--- config.mk ---
export PLATFORM = sky130hd
export DESIGN_NAME = addressable_led_bit_encoder_unit
export DESIGN_NICKNAME = d
export VERILOG_FILES = /design/src/rtl/alebe_pkg.sv /design/src/rtl/alebe_front.sv /design/src/rtl/alebe_queue.sv /design/src/rtl/alebe_back.sv /design/src/rtl/addressable_led_bit_encoder_unit.sv
export VERILOG_INCLUDE_DIRS = /design/src /design/src/rtl
export SDC_FILE = /design/constraint.sdc
export NUM_CORES = 1
export LEC_CHECK = 0
export BUFFER_PORTS_ARGS = -buffer_cell sky130_fd_sc_hd__buf_4
export CAP_MARGIN = 15
export CELL_PAD_IN_SITES_DETAIL_PLACEMENT = 1
export CELL_PAD_IN_SITES_GLOBAL_PLACEMENT = 1
export CORE_MARGIN = 2
export CORE_UTILIZATION = 39
export CTS_BUF_LIST = sky130_fd_sc_hd__clkbuf_8
export CTS_CLUSTER_SIZE = 12
export DETAILED_ROUTE_END_ITERATION = 8
export GPL_ROUTABILITY_DRIVEN = 0
export PLACE_DENSITY = 0.56
export SETUP_SLACK_MARGIN = 0.4
export SLEW_MARGIN = 20
export SYNTH_ARGS = -nofsm -noshare
export SYNTH_HDL_FRONTEND = slang
export SYNTH_HIERARCHICAL = 1
export SYNTH_SLANG_ARGS = --single-unit
--- constraint.sdc ---
create_clock -name clk -period 5.3 [get_ports clk]
set_input_delay 0.795 -clock clk [delete_from_list [all_inputs] [get_ports clk]]
set_output_delay 0.795 -clock clk [all_outputs]
set_load 0.02 [all_outputs]
--- src/rtl/assert_macros.svh ---
// Assertion macros shared by the encoder RTL.
// Both macros sample on clk and are disabled while arst_n is low.
`ifndef ASSERT_MACROS_SVH
`define ASSERT_MACROS_SVH

`ifndef SYNTHESIS
`define ALEBE_ASSERT(label, prop, msg) \
	label: assert property (@(posedge clk) disable iff (!arst_n) (prop)) else $error(msg);
`define ALEBE_ASSERT_NEXT(label, ante, cons, msg) \
	label: assert property (@(posedge clk) disable iff (!arst_n) (ante) |=> (cons)) \
		else $error(msg);
`else
`define ALEBE_ASSERT(label, prop, msg)
`define ALEBE_ASSERT_NEXT(label, ante, cons, msg)
`endif

`endif

--- src/rtl/alebe_pkg.sv ---
// Shared types and constants of the addressable LED bit encoder.
// No dependencies; used by every module of the block.
`timescale 1ns / 1ps
`default_nettype none

package alebe_pkg;

	localparam int unsigned PIXEL_W = 24;
	localparam int unsigned COUNT_W = 11;

	// frame lengths above this saturate
	localparam logic [COUNT_W-1:0] MAX_PIXELS = 11'd1024;

	// configuration register indexes
	localparam logic [2:0] CFG_COLOR_ORDER = 3'd0;
	localparam logic [2:0] CFG_FRAME_LENGTH = 3'd1;
	localparam logic [2:0] CFG_ZERO_HIGH = 3'd2;
	localparam logic [2:0] CFG_ZERO_LOW = 3'd3;
	localparam logic [2:0] CFG_ONE_HIGH = 3'd4;
	localparam logic [2:0] CFG_ONE_LOW = 3'd5;
	localparam logic [2:0] CFG_RESET_GAP = 3'd6;

	// colour orders on the wire
	localparam logic [2:0] ORDER_RGB = 3'd0;
	localparam logic [2:0] ORDER_RBG = 3'd1;
	localparam logic [2:0] ORDER_GRB = 3'd2;
	localparam logic [2:0] ORDER_GBR = 3'd3;
	localparam logic [2:0] ORDER_BRG = 3'd4;
	localparam logic [2:0] ORDER_BGR = 3'd5;

	// reset values of the registers
	localparam logic [2:0] RST_COLOR_ORDER = ORDER_GRB;
	localparam logic [10:0] RST_FRAME_LENGTH = 11'd1;
	localparam logic [4:0] RST_ZERO_HIGH = 5'd14;
	localparam logic [5:0] RST_ZERO_LOW = 6'd36;
	localparam logic [5:0] RST_ONE_HIGH = 6'd38;
	localparam logic [4:0] RST_ONE_LOW = 5'd12;
	localparam logic [15:0] RST_RESET_GAP = 16'd13043;

	// one classified pixel waiting for the serializer
	typedef struct packed {
		logic frame_end;
		logic [PIXEL_W-1:0] wire_word;
	} entry_t;

	// line timing handed to the serializer
	typedef struct packed {
		logic [4:0] zero_high;
		logic [5:0] zero_low;
		logic [5:0] one_high;
		logic [4:0] one_low;
		logic [15:0] reset_gap;
	} timing_t;

endpackage

`default_nettype wire

--- src/rtl/alebe_front.sv ---
// Front end: reorders colour bytes and marks the pixel that ends a frame.
// Depends on alebe_pkg.
`timescale 1ns / 1ps
`default_nettype none

module alebe_front import alebe_pkg::*; (
	input wire logic clk,
	input wire logic arst_n,
	input wire logic push,
	input wire logic [PIXEL_W-1:0] pixel_word,
	input wire logic [2:0] color_order,
	input wire logic [COUNT_W-1:0] frame_length,
	output entry_t entry
);

	logic [COUNT_W-1:0] pixel_count_q;
	logic [COUNT_W-1:0] next_count;
	logic [COUNT_W-1:0] eff_len;
	logic [7:0] red, green, blue;
	logic [PIXEL_W-1:0] wire_word;
	logic frame_end;

	assign red = pixel_word[23:16];
	assign green = pixel_word[15:8];
	assign blue = pixel_word[7:0];

	always_comb begin
		case (color_order)
			ORDER_RBG: wire_word = {red, blue, green};
			ORDER_GRB: wire_word = {green, red, blue};
			ORDER_GBR: wire_word = {green, blue, red};
			ORDER_BRG: wire_word = {blue, red, green};
			ORDER_BGR: wire_word = {blue, green, red};
			default: wire_word = {red, green, blue};
		endcase
	end

	always_comb begin
		if (frame_length == '0) begin
			eff_len = COUNT_W'(1);
		end else if (frame_length > MAX_PIXELS) begin
			eff_len = MAX_PIXELS;
		end else begin
			eff_len = frame_length;
		end
	end

	assign next_count = pixel_count_q + COUNT_W'(1);
	assign frame_end = next_count >= eff_len;
	assign entry = {frame_end, wire_word};

	always_ff @(posedge clk or negedge arst_n) begin
		if (!arst_n) begin
			pixel_count_q <= '0;
		end else if (push) begin
			pixel_count_q <= frame_end ? '0 : next_count;
		end
	end

endmodule

`default_nettype wire

--- src/rtl/alebe_queue.sv ---
// Pixel queue between front end and serializer, with a registered head.
// Depends on alebe_pkg and assert_macros.svh.
`timescale 1ns / 1ps
`default_nettype none
`include "assert_macros.svh"

module alebe_queue import alebe_pkg::*; #(
	parameter int unsigned DEPTH = 32
) (
	input wire logic clk,
	input wire logic arst_n,
	input wire logic push,
	input wire entry_t push_entry,
	output logic full,
	output logic head_valid,
	output entry_t head_entry,
	input wire logic head_pop
);

	localparam int unsigned AW = $clog2(DEPTH);
	localparam int unsigned CW = $clog2(DEPTH + 1);

	entry_t mem [DEPTH];
	logic [AW-1:0] wr_ptr_q;
	logic [AW-1:0] rd_ptr_q;
	logic [CW-1:0] cnt_q;
	logic head_valid_q;
	entry_t head_data_q;
	logic mem_pop;

	assign full = cnt_q == CW'(DEPTH);
	// refill the head whenever it is empty or being taken
	assign mem_pop = (cnt_q != '0) && (!head_valid_q || head_pop);
	assign head_valid = head_valid_q;
	assign head_entry = head_data_q;

	always_ff @(posedge clk) begin
		if (push) begin
			mem[wr_ptr_q] <= push_entry;
		end
		if (mem_pop) begin
			head_data_q <= mem[rd_ptr_q];
		end
	end

	always_ff @(posedge clk or negedge arst_n) begin
		if (!arst_n) begin
			wr_ptr_q <= '0;
			rd_ptr_q <= '0;
			cnt_q <= '0;
			head_valid_q <= 1'b0;
		end else begin
			if (push) begin
				wr_ptr_q <= (wr_ptr_q == AW'(DEPTH - 1)) ? '0 : wr_ptr_q + AW'(1);
			end
			if (mem_pop) begin
				rd_ptr_q <= (rd_ptr_q == AW'(DEPTH - 1)) ? '0 : rd_ptr_q + AW'(1);
			end
			cnt_q <= cnt_q + CW'(push) - CW'(mem_pop);
			if (mem_pop) begin
				head_valid_q <= 1'b1;
			end else if (head_pop) begin
				head_valid_q <= 1'b0;
			end
		end
	end

	`ALEBE_ASSERT(a_cnt_bound, cnt_q <= CW'(DEPTH), "queue count above depth")
	`ALEBE_ASSERT(a_no_overflow, !(push && full), "push into full queue")
	`ALEBE_ASSERT_NEXT(a_head_hold, head_valid_q && !head_pop, head_valid_q && $stable(head_data_q), "head lost")

endmodule

`default_nettype wire

--- src/rtl/alebe_back.sv ---
// Serializer: turns each queued pixel into 24 bit symbols and an optional
// reset symbol, one beat per cycle while m_tready allows, through an output register. Depends on alebe_pkg.
`timescale 1ns / 1ps
`default_nettype none
`include "assert_macros.svh"

module alebe_back import alebe_pkg::*; (
	input wire logic clk,
	input wire logic arst_n,
	input wire logic head_valid,
	input wire entry_t head_entry,
	output logic head_pop,
	input wire timing_t timing,
	output logic m_tvalid,
	input wire logic m_tready,
	output logic [23:0] m_tdata, // bit_value, high_cycles[5:0], low_cycles[15:0], pad
	output logic m_tuser, // is_reset
	output logic m_tlast
);

	localparam logic [4:0] STEP_LAST_BIT = 5'd23;
	localparam logic [4:0] STEP_RESET = 5'd24;

	logic busy_q;
	logic [PIXEL_W-1:0] word_q;
	logic fe_q;
	logic [4:0] step_q;
	logic adv;
	logic sym_last;
	logic sym_bit;
	logic sym_reset;
	logic [5:0] sym_high;
	logic [15:0] sym_low;

	logic valid_q;
	logic bit_q;
	logic [5:0] high_q;
	logic [15:0] low_q;
	logic reset_q;
	logic last_q;

	assign adv = busy_q && (!valid_q || m_tready);
	assign sym_reset = step_q == STEP_RESET;
	assign sym_bit = !sym_reset && word_q[PIXEL_W-1];
	assign sym_last = sym_reset || ((step_q == STEP_LAST_BIT) && !fe_q);
	assign head_pop = head_valid && (!busy_q || (adv && sym_last));

	always_comb begin
		if (sym_reset) begin
			sym_high = '0;
			sym_low = timing.reset_gap;
		end else if (sym_bit) begin
			sym_high = timing.one_high;
			sym_low = {11'd0, timing.one_low};
		end else begin
			sym_high = {1'b0, timing.zero_high};
			sym_low = {10'd0, timing.zero_low};
		end
	end

	always_ff @(posedge clk or negedge arst_n) begin
		if (!arst_n) begin
			busy_q <= 1'b0;
			step_q <= '0;
			valid_q <= 1'b0;
		end else begin
			if (head_pop) begin
				busy_q <= 1'b1;
				step_q <= '0;
			end else if (adv) begin
				if (sym_last) begin
					busy_q <= 1'b0;
				end
				step_q <= step_q + 5'd1;
			end
			if (adv) begin
				valid_q <= 1'b1;
			end else if (m_tready) begin
				valid_q <= 1'b0;
			end
		end
	end

	always_ff @(posedge clk) begin
		if (head_pop) begin
			word_q <= head_entry.wire_word;
			fe_q <= head_entry.frame_end;
		end else if (adv) begin
			// advance to the next bit, most significant first
			word_q <= {word_q[PIXEL_W-2:0], 1'b0};
		end
		if (adv) begin
			bit_q <= sym_bit;
			high_q <= sym_high;
			low_q <= sym_low;
			reset_q <= sym_reset;
			last_q <= sym_last;
		end
	end

	assign m_tvalid = valid_q;
	assign m_tdata = {1'b0, low_q, high_q, bit_q};
	assign m_tuser = reset_q;
	assign m_tlast = last_q;

	`ALEBE_ASSERT(a_step_bound, !busy_q || step_q <= STEP_RESET, "step out of range")
	`ALEBE_ASSERT(a_reset_needs_fe, !(busy_q && sym_reset) || fe_q, "reset without frame end")
	`ALEBE_ASSERT(a_reset_beat_last, !(valid_q && reset_q) || (last_q && !bit_q && high_q == '0), "bad reset beat")

endmodule

`default_nettype wire

--- src/rtl/addressable_led_bit_encoder_unit.sv ---
// Top level of the addressable LED bit encoder: configuration registers,
// front end, pixel queue and serializer. Depends on alebe_pkg and the alebe_* modules.
//
// Each accepted pixel word (red 23..16, green 15..8, blue 7..0) yields 24 bit
// symbols, most significant wire bit first, plus a reset symbol (tuser high)
// when the pixel completes the frame; tlast marks the final beat of each pixel.
// The serializer sends one beat per clock while m_tready allows, so a pixel occupies
// the output for its bit beats, plus the reset beat when it ends a frame; that single
// output register sets the sustained rate. Pixels are accepted every cycle while the
// QUEUE_DEPTH-entry queue has room; a pixel accepted into an idle block passes through the
// queue memory, head, serializer word and output registers. Write the registers only while idle.
`timescale 1ns / 1ps
`default_nettype none

module addressable_led_bit_encoder_unit import alebe_pkg::*; #(
	parameter int unsigned QUEUE_DEPTH = 32
) (
	input wire logic clk,
	input wire logic arst_n,
	input wire logic cfg_we,
	input wire logic [2:0] cfg_index,
	input wire logic [15:0] cfg_wdata,
	input wire logic s_tvalid,
	output logic s_tready,
	input wire logic [23:0] s_tdata, // pixel_word
	output logic m_tvalid,
	input wire logic m_tready,
	output logic [23:0] m_tdata, // bit_value, high_cycles[5:0], low_cycles[15:0], pad
	output logic m_tuser, // is_reset
	output logic m_tlast
);

	logic [2:0] color_order_q;
	logic [10:0] frame_length_q;
	timing_t timing_q;
	logic push;
	logic full;
	entry_t push_entry;
	logic head_valid;
	entry_t head_entry;
	logic head_pop;

	always_ff @(posedge clk or negedge arst_n) begin
		if (!arst_n) begin
			color_order_q <= RST_COLOR_ORDER;
			frame_length_q <= RST_FRAME_LENGTH;
			timing_q.zero_high <= RST_ZERO_HIGH;
			timing_q.zero_low <= RST_ZERO_LOW;
			timing_q.one_high <= RST_ONE_HIGH;
			timing_q.one_low <= RST_ONE_LOW;
			timing_q.reset_gap <= RST_RESET_GAP;
		end else if (cfg_we) begin
			case (cfg_index)
				CFG_COLOR_ORDER: color_order_q <= cfg_wdata[2:0];
				CFG_FRAME_LENGTH: frame_length_q <= cfg_wdata[10:0];
				CFG_ZERO_HIGH: timing_q.zero_high <= cfg_wdata[4:0];
				CFG_ZERO_LOW: timing_q.zero_low <= cfg_wdata[5:0];
				CFG_ONE_HIGH: timing_q.one_high <= cfg_wdata[5:0];
				CFG_ONE_LOW: timing_q.one_low <= cfg_wdata[4:0];
				CFG_RESET_GAP: timing_q.reset_gap <= cfg_wdata;
				default: begin
					// drop writes to unknown indexes
				end
			endcase
		end
	end

	assign s_tready = !full;
	assign push = s_tvalid && !full;

	alebe_front u_front (
		.clk(clk),
		.arst_n(arst_n),
		.push(push),
		.pixel_word(s_tdata),
		.color_order(color_order_q),
		.frame_length(frame_length_q),
		.entry(push_entry)
	);

	alebe_queue #(
		.DEPTH(QUEUE_DEPTH)
	) u_queue (
		.clk(clk),
		.arst_n(arst_n),
		.push(push),
		.push_entry(push_entry),
		.full(full),
		.head_valid(head_valid),
		.head_entry(head_entry),
		.head_pop(head_pop)
	);

	alebe_back u_back (
		.clk(clk),
		.arst_n(arst_n),
		.head_valid(head_valid),
		.head_entry(head_entry),
		.head_pop(head_pop),
		.timing(timing_q),
		.m_tvalid(m_tvalid),
		.m_tready(m_tready),
		.m_tdata(m_tdata),
		.m_tuser(m_tuser),
		.m_tlast(m_tlast)
	);

endmodule

`default_nettype wire

=== Word-level counts from Yosys, hierarchy flattened ===
Memories as Yosys holds them, arrays and structs flattened. A register that Yosys moved wholly into a read port is not among the register bits.
Index checks and enable logic that the tools add are counted.

* Shift-type cells: 0
* Add/subtract/negate cells: 6
* Multiply operators: 0
* $lt $le $gt $ge: 2
* Mux-type cells: 22
* Bitwise logic cells: 1
* Reductions and logical operators: 33
* Eq/ne operators: 16
* Divide/modulo/power cells: 0

{| class="wikitable"
|+ Operator list
! cell !! number
|-
| $pmux W24 S5 || 1
|-
| $mux W24 || 2
|-
| $mux W11 || 3
|-
| $mux W5 || 5
|-
| $eq A5 B5 Y1 const B || 4
|-
| $mux W16 || 1
|-
| $reduce_and A2 Y1 || 8
|-
| $add A5 B1 Y5 const B || 3
|-
| $eq A3 B3 Y1 const B || 5
|-
| $eq A3 B2 Y1 const B || 4
|-
| $add A11 B1 Y11 const B || 1
|-
| $ge A11 B11 Y1 || 1
|-
| $gt A11 B11 Y1 const B || 1
|-
| $logic_not A11 Y1 || 1
|-
| $mux W1 || 9
|-
| $reduce_bool A2 Y1 || 4
|-
| $logic_and A1 B1 Y1 || 7
|-
| $add A6 B1 Y6 || 1
|-
| $eq A3 B1 Y1 const B || 2
|-
| $eq A6 B6 Y1 const B || 1
|-
| $logic_not A1 Y1 || 6
|-
| $mux W6 || 1
|-
| $reduce_bool A6 Y1 || 1
|-
| $sub A6 B1 Y6 || 1
|-
| other kinds (4) || 7
|}

* Bits in read-only memories: 0
* Input bits: 48
* RAM bits: 800
* Flip-flop bits (word level): 137
* Bits in latches: 0
* Logic and storage cells: 104
* Memories: 1
* Output and inout bits: 28

{| class="wikitable"
|+ Memory list
! name !! words !! bits a word !! read ports !! clocked after Yosys merged registers in !! wr ports !! RTL line !! source
|-
| u_queue.mem || 32 || 25 || 1 || 1 || 1 || alebe_queue.sv:23 || <nowiki>entry_t mem [DEPTH];</nowiki>
|}

=== Logic depth before layout (Yosys ltp) ===
* Word-level depth: 9
* Depth in mapped cells: 19
* Mapped depth without buffers: 18

=== Hierarchy ===
Netlist, hierarchy kept.

{| class="wikitable"
|+ Modules (own cells, without submodules)
! module !! cells an instance !! times used !! seq. area each (um2) !! area each (um2)
|-
| alebe_queue || 1488 || 1 || 25199.2 || 32255.9
|-
| alebe_back || 175 || 1 || 1676.6 || 2532.4
|-
| addressable_led_bit_encoder_unit || 118 || 1 || 1327.5 || 2085.8
|-
| alebe_front || 249 || 1 || 275.3 || 1830.5
|}

=== Worst setup path after synthesis ===
OpenSTA, ideal clock, no wires.

* Path kind: input -> register
* Start: input port m_tready
* End: register u_queue.cnt_q[4]
* Path buffers: 1
* Slack: 1.376 ns
* Stages on the path: 17
* Data arrival time: 3.844 ns
* Required time: 5.221 ns
* Library setup time: 0.079 ns
* Path through: nand2b_1 o2111a_1 a21oi_4 buf_6 inv_1 inv_1 a21o_1 inv_1 ha_1 inv_1 ha_1 inv_1 fa_1 inv_1 a21oi_1 o21ai_0 xor2_1

* Longest elaborated chain between the ends: 8

{| class="wikitable"
|+ Ends and longest elaborated chain
! what !! RTL line !! source
|-
| from (decl) || addressable_led_bit_encoder_unit.sv:27 || <nowiki>input wire logic m_tready,</nowiki>
|-
| $logic_or A1 B1 Y1 || alebe_back.sv:42 || <nowiki>assign adv = busy_q && (!valid_q || m_tready);</nowiki>
|-
| $logic_and A1 B1 Y1 || alebe_back.sv:42 ||
|-
| $logic_and A1 B1 Y1 || alebe_back.sv:46 || <nowiki>assign head_pop = head_valid && (!busy_q || (adv && sym_last));</nowiki>
|-
| $logic_or A1 B1 Y1 || alebe_back.sv:46 ||
|-
| $logic_and A1 B1 Y1 || alebe_back.sv:46 ||
|-
| via head_pop || addressable_led_bit_encoder_unit.sv:41 || <nowiki>logic head_pop;</nowiki>
|-
| $logic_or A1 B1 Y1 || alebe_queue.sv:33 || <nowiki>assign mem_pop = (cnt_q != '0) && (!head_valid_q || head_pop);</nowiki>
|-
| $logic_and A1 B1 Y1 || alebe_queue.sv:33 ||
|-
| via u_queue.mem_pop || alebe_queue.sv:29 || <nowiki>logic mem_pop;</nowiki>
|-
| $sub A6 B1 Y6 || alebe_queue.sv:59 || <nowiki>cnt_q <= cnt_q + CW'(push) - CW'(mem_pop);</nowiki>
|-
| to (signal assigned) || alebe_queue.sv:59 ||
|-
| to (decl) || alebe_queue.sv:26 || <nowiki>logic [CW-1:0] cnt_q;</nowiki>
|}

The timed path passes the listed nets, and every way through them passes these cells.
A chain may end at the register's enable or synchronous reset.

==> metrics.txt <==
run status=finished clean; Yosys reg bits=around 960; area leader, netlist=edfxtp_1; FP Rows=115; Pins Over Slew Limit=0; cells after synthesis=2030; final instance area=44450 um2; PD cells=494.7 nW/um2; post-route insts no fill=3660; clk buf depth=3; CTS clk-pin slew, worst paths=60 ps; Hold Path Stages=2; WL final=around 100 mm; clock sinks=962; Antenna Nets Post-Route=0; peak supply drop=around 0.27 mV; met1 WL=44.26 mm; I/O pin total=76; Seq/Total Area, Yosys=0.7358; top-count cell post-synth=edfxtp_1; Final Skew=34.97 ps; Fin Setup TNS=0 ps; largest cells by area after synthesis=edfxtp_1 68%, mux4_2 8.6%, dfrtp_1 4.3%, mux2i_1 3.1%, mux2_2 1.9%; initial antenna violation count=1; pin count of the biggest net entering global routing=65; syn_nets=between 2000 and 2500; setup bufs post-CTS=0; Met2 Wirelength=51.95 mm; startpoint of the worst hold path=cfg_wdata[11]; worst r2r src=u_front/pixel_count_q[0]; Buffers on Ports=74; Int Pwr=14.84 mW; CP bufs+invs=1; Die Width=319.0 um; die area=101800 um2; critical path cell sequence=ha_1, nand2_1, or3_1, nor2_4, xor2_2, ha_1, a211oi_1, nor2_1, a211oi_2, and2_2, inv_2; hold path endpoint=timing_q[11]; starting DRC count in detailed routing=1457; Final Hold Fails=0; GR Overflow Total=0; combinational share of power=0.274; fraction of registers with async set/reset=0.09044; Layout area overhead=14.85%; CP Capture Type=flop; Crit Path Max Fanout=37; placed cell area=41420 um2; share of cells above drive strength 1=0.2919; mapped cell area=roughly 39000 um2; Reg2Reg Setup Slack=approximately 1800 ps; htree depth=4; clock share of power=0.268; crit path DAT=3960 ps; Leakage=roughly 15 nW; Fmax=between 0.2 and 0.3 GHz; crit-path max cell delay=490 ps; Synth top area share=0.6789; DR WL/cell=27.98 um; total track usage=0.2040; DRC violations left=0; Avg Cell Area, Syn=19.07 um2; Crit path max-delay family=simple AND/OR/NAND/NOR gates; crit start category=flop; Hold Path Class=primary input to flop; Worst-Skew Late Latency=about 810 ps; final setup margin=1787 ps; via-per-instance ratio=roughly 5.6; Commonest cells post-synth=875 x edfxtp_1, 148 x mux4_2, 119 x mux2i_1; slowest library cell on the worst path=or3_1; CTS Buf Count=160; worst reg2reg path endpoint=u_queue/mem[31][24]; RSZ-0062 raised after global routing=false; EDFF count, synth=875; # setup viols final=0; TritonCTS clock tree=built; core area=98420 um2; Die Ht=319.0 um; vias=20329; placed insts=approximately 3400; met3 wire len=between 4 and 5 mm; post-route minimum period=roughly 3500 ps; Sw Share=0.3251; Slew headroom=0.2358; Worst-Margin Slew=1144 ps; number of global-route vias before repair=22139; critical path class=flop to flop; Initial Util=0.3933; crit share post-route=0.6628; number of library cell types mapped by synthesis=76; Sequential Power Share=0.459; DR pass1 iterations=5; Root Buffer=clkbuf_8; first-pass GRT wire length=approximately 150 mm; max layer used=met4; P_sw=about 7.1 mW; cell mode on critical path=ha_1; Final nets=2320; Synthesis Warnings=6; Worst Reg-to-Reg Cells=11; Top FF cell, synth=edfxtp_1; DP HPWL=around 61 mm; max_cap viols=0; Critical Path RT=5750 ps; dpl ws=1711 ps
area by class of cell:
type | instances | area, um2
Sequential cell | 962 | 28490
Inverter | 39 | 146.4
Timing Repair Buffer | 165 | 1495
Antenna cell | 2 | 5.005
Multi-Input combinational cell | 913 | 9856
Fill cell | 9314 | 53970
Clock buffer | 164 | 2257
Clock inverter | 128 | 591.8
Tap cell | 1287 | 1610
placed cells by master, fill, tap and decap left out, drive strengths merged, types with 5 or more instances in the layout:
cell type,n
clkinv,55
o221ai,51
o21bai,8
dfrtp,66
mux4,150
a221oi,8
o21a,8
nor3,25
xor2,5
a22oi,33
ha,30
nand3,10
a21o,5
mux2i,119
xnor2,7
o21ai,30
nor2b,27
a21oi,69
inv,109
a211oi,37
nand4,6
nand2,45
dfstp,21
clkbuf,164
a31oi,10
buf,164
nor2,53
a31o,5
and3,16
mux2,77
a22o,33
edfxtp,875
worst max-delay path by stage:
| stage | start | to | slack [ps] | depth (start not counted) |
|---|---|---|---|---|
| global placement | m_tready | u_queue/cnt_q[4] | 1760 | 17 |
| finish | u_front/pixel_count_q[0] | u_queue/mem[31][24] | 1790 | 11 |
| detailed placement | m_tready | u_queue/cnt_q[4] | 1710 | 17 |
| floorplan | m_tready | u_queue/cnt_q[4] | 1380 | 17 |
| global route | u_front/pixel_count_q[0] | u_queue/mem[23][24] | 1470 | 11 |
| CTS | u_front/pixel_count_q[0] | u_queue/mem[23][24] | 1740 | 11 |
through the flow:
| step | power, mW | hold WS (ps) | utilization |
|---|---|---|---|
| floorplan | 13.99 | 400.3 | - |
| global placement | 16.15 | 441.6 | 0.4206 |
| detailed placement | 16.33 | 443.4 | 0.4208 |
| CTS | 22.27 | 132.0 | 0.4499 |
| global route | 23.03 | 174.9 | 0.4516 |
| finish | 21.99 | 222.2 | 0.4517 |
repair_timing:
| item | in CTS | in global routing |
|---|---|---|
| hold buffers | 1 | 0 |
| gates resized for setup | 0 | 0 |
| hold endpoints to repair | 37 | 0 |
power by group through the flow:
stage,clock network [mW],logic (mW),registers [mW]
after floorplan,0,4.04,9.96
after global placement,0,5.95,10.2
after detailed placement,0,6.09,10.2
after CTS,6.08,6.11,10.1
after global routing,6.39,6.49,10.2
final,5.89,6.02,10.1
kinds of logic after synthesis:
group,Yosys count,share of synthesized area
AO/OA/AOI/OAI,311,0.05893
XOR/XNOR,12,0.003104
flip-flops,962,0.7358
buffers and inverters,155,0.02098
other,1,0.00009689
multiplexers,346,0.1416
adder cells (fa/ha/maj),31,0.01022
AND/OR/NAND/NOR,212,0.02926
state kept, by name, indices dropped and copies added (netlist names), 6 cells and up:
register,flops
u_queue/cnt_q,6
u_back/low_q,16
u_back/word_q,24
u_queue/mem,800
u_back/high_q,6
frame_length_q,11
u_front/pixel_count_q,11
u_queue/head_entry,25
timing_q,38
per-layer routing:
metal	up-vias	global-route usage
li1	8765	-
met1	10918	0.2694
met2	514	0.3506
met3	132	0.03550
met4	0	0.05073
met5	-	0
Note: power is estimated with default switching activity, not from simulation.
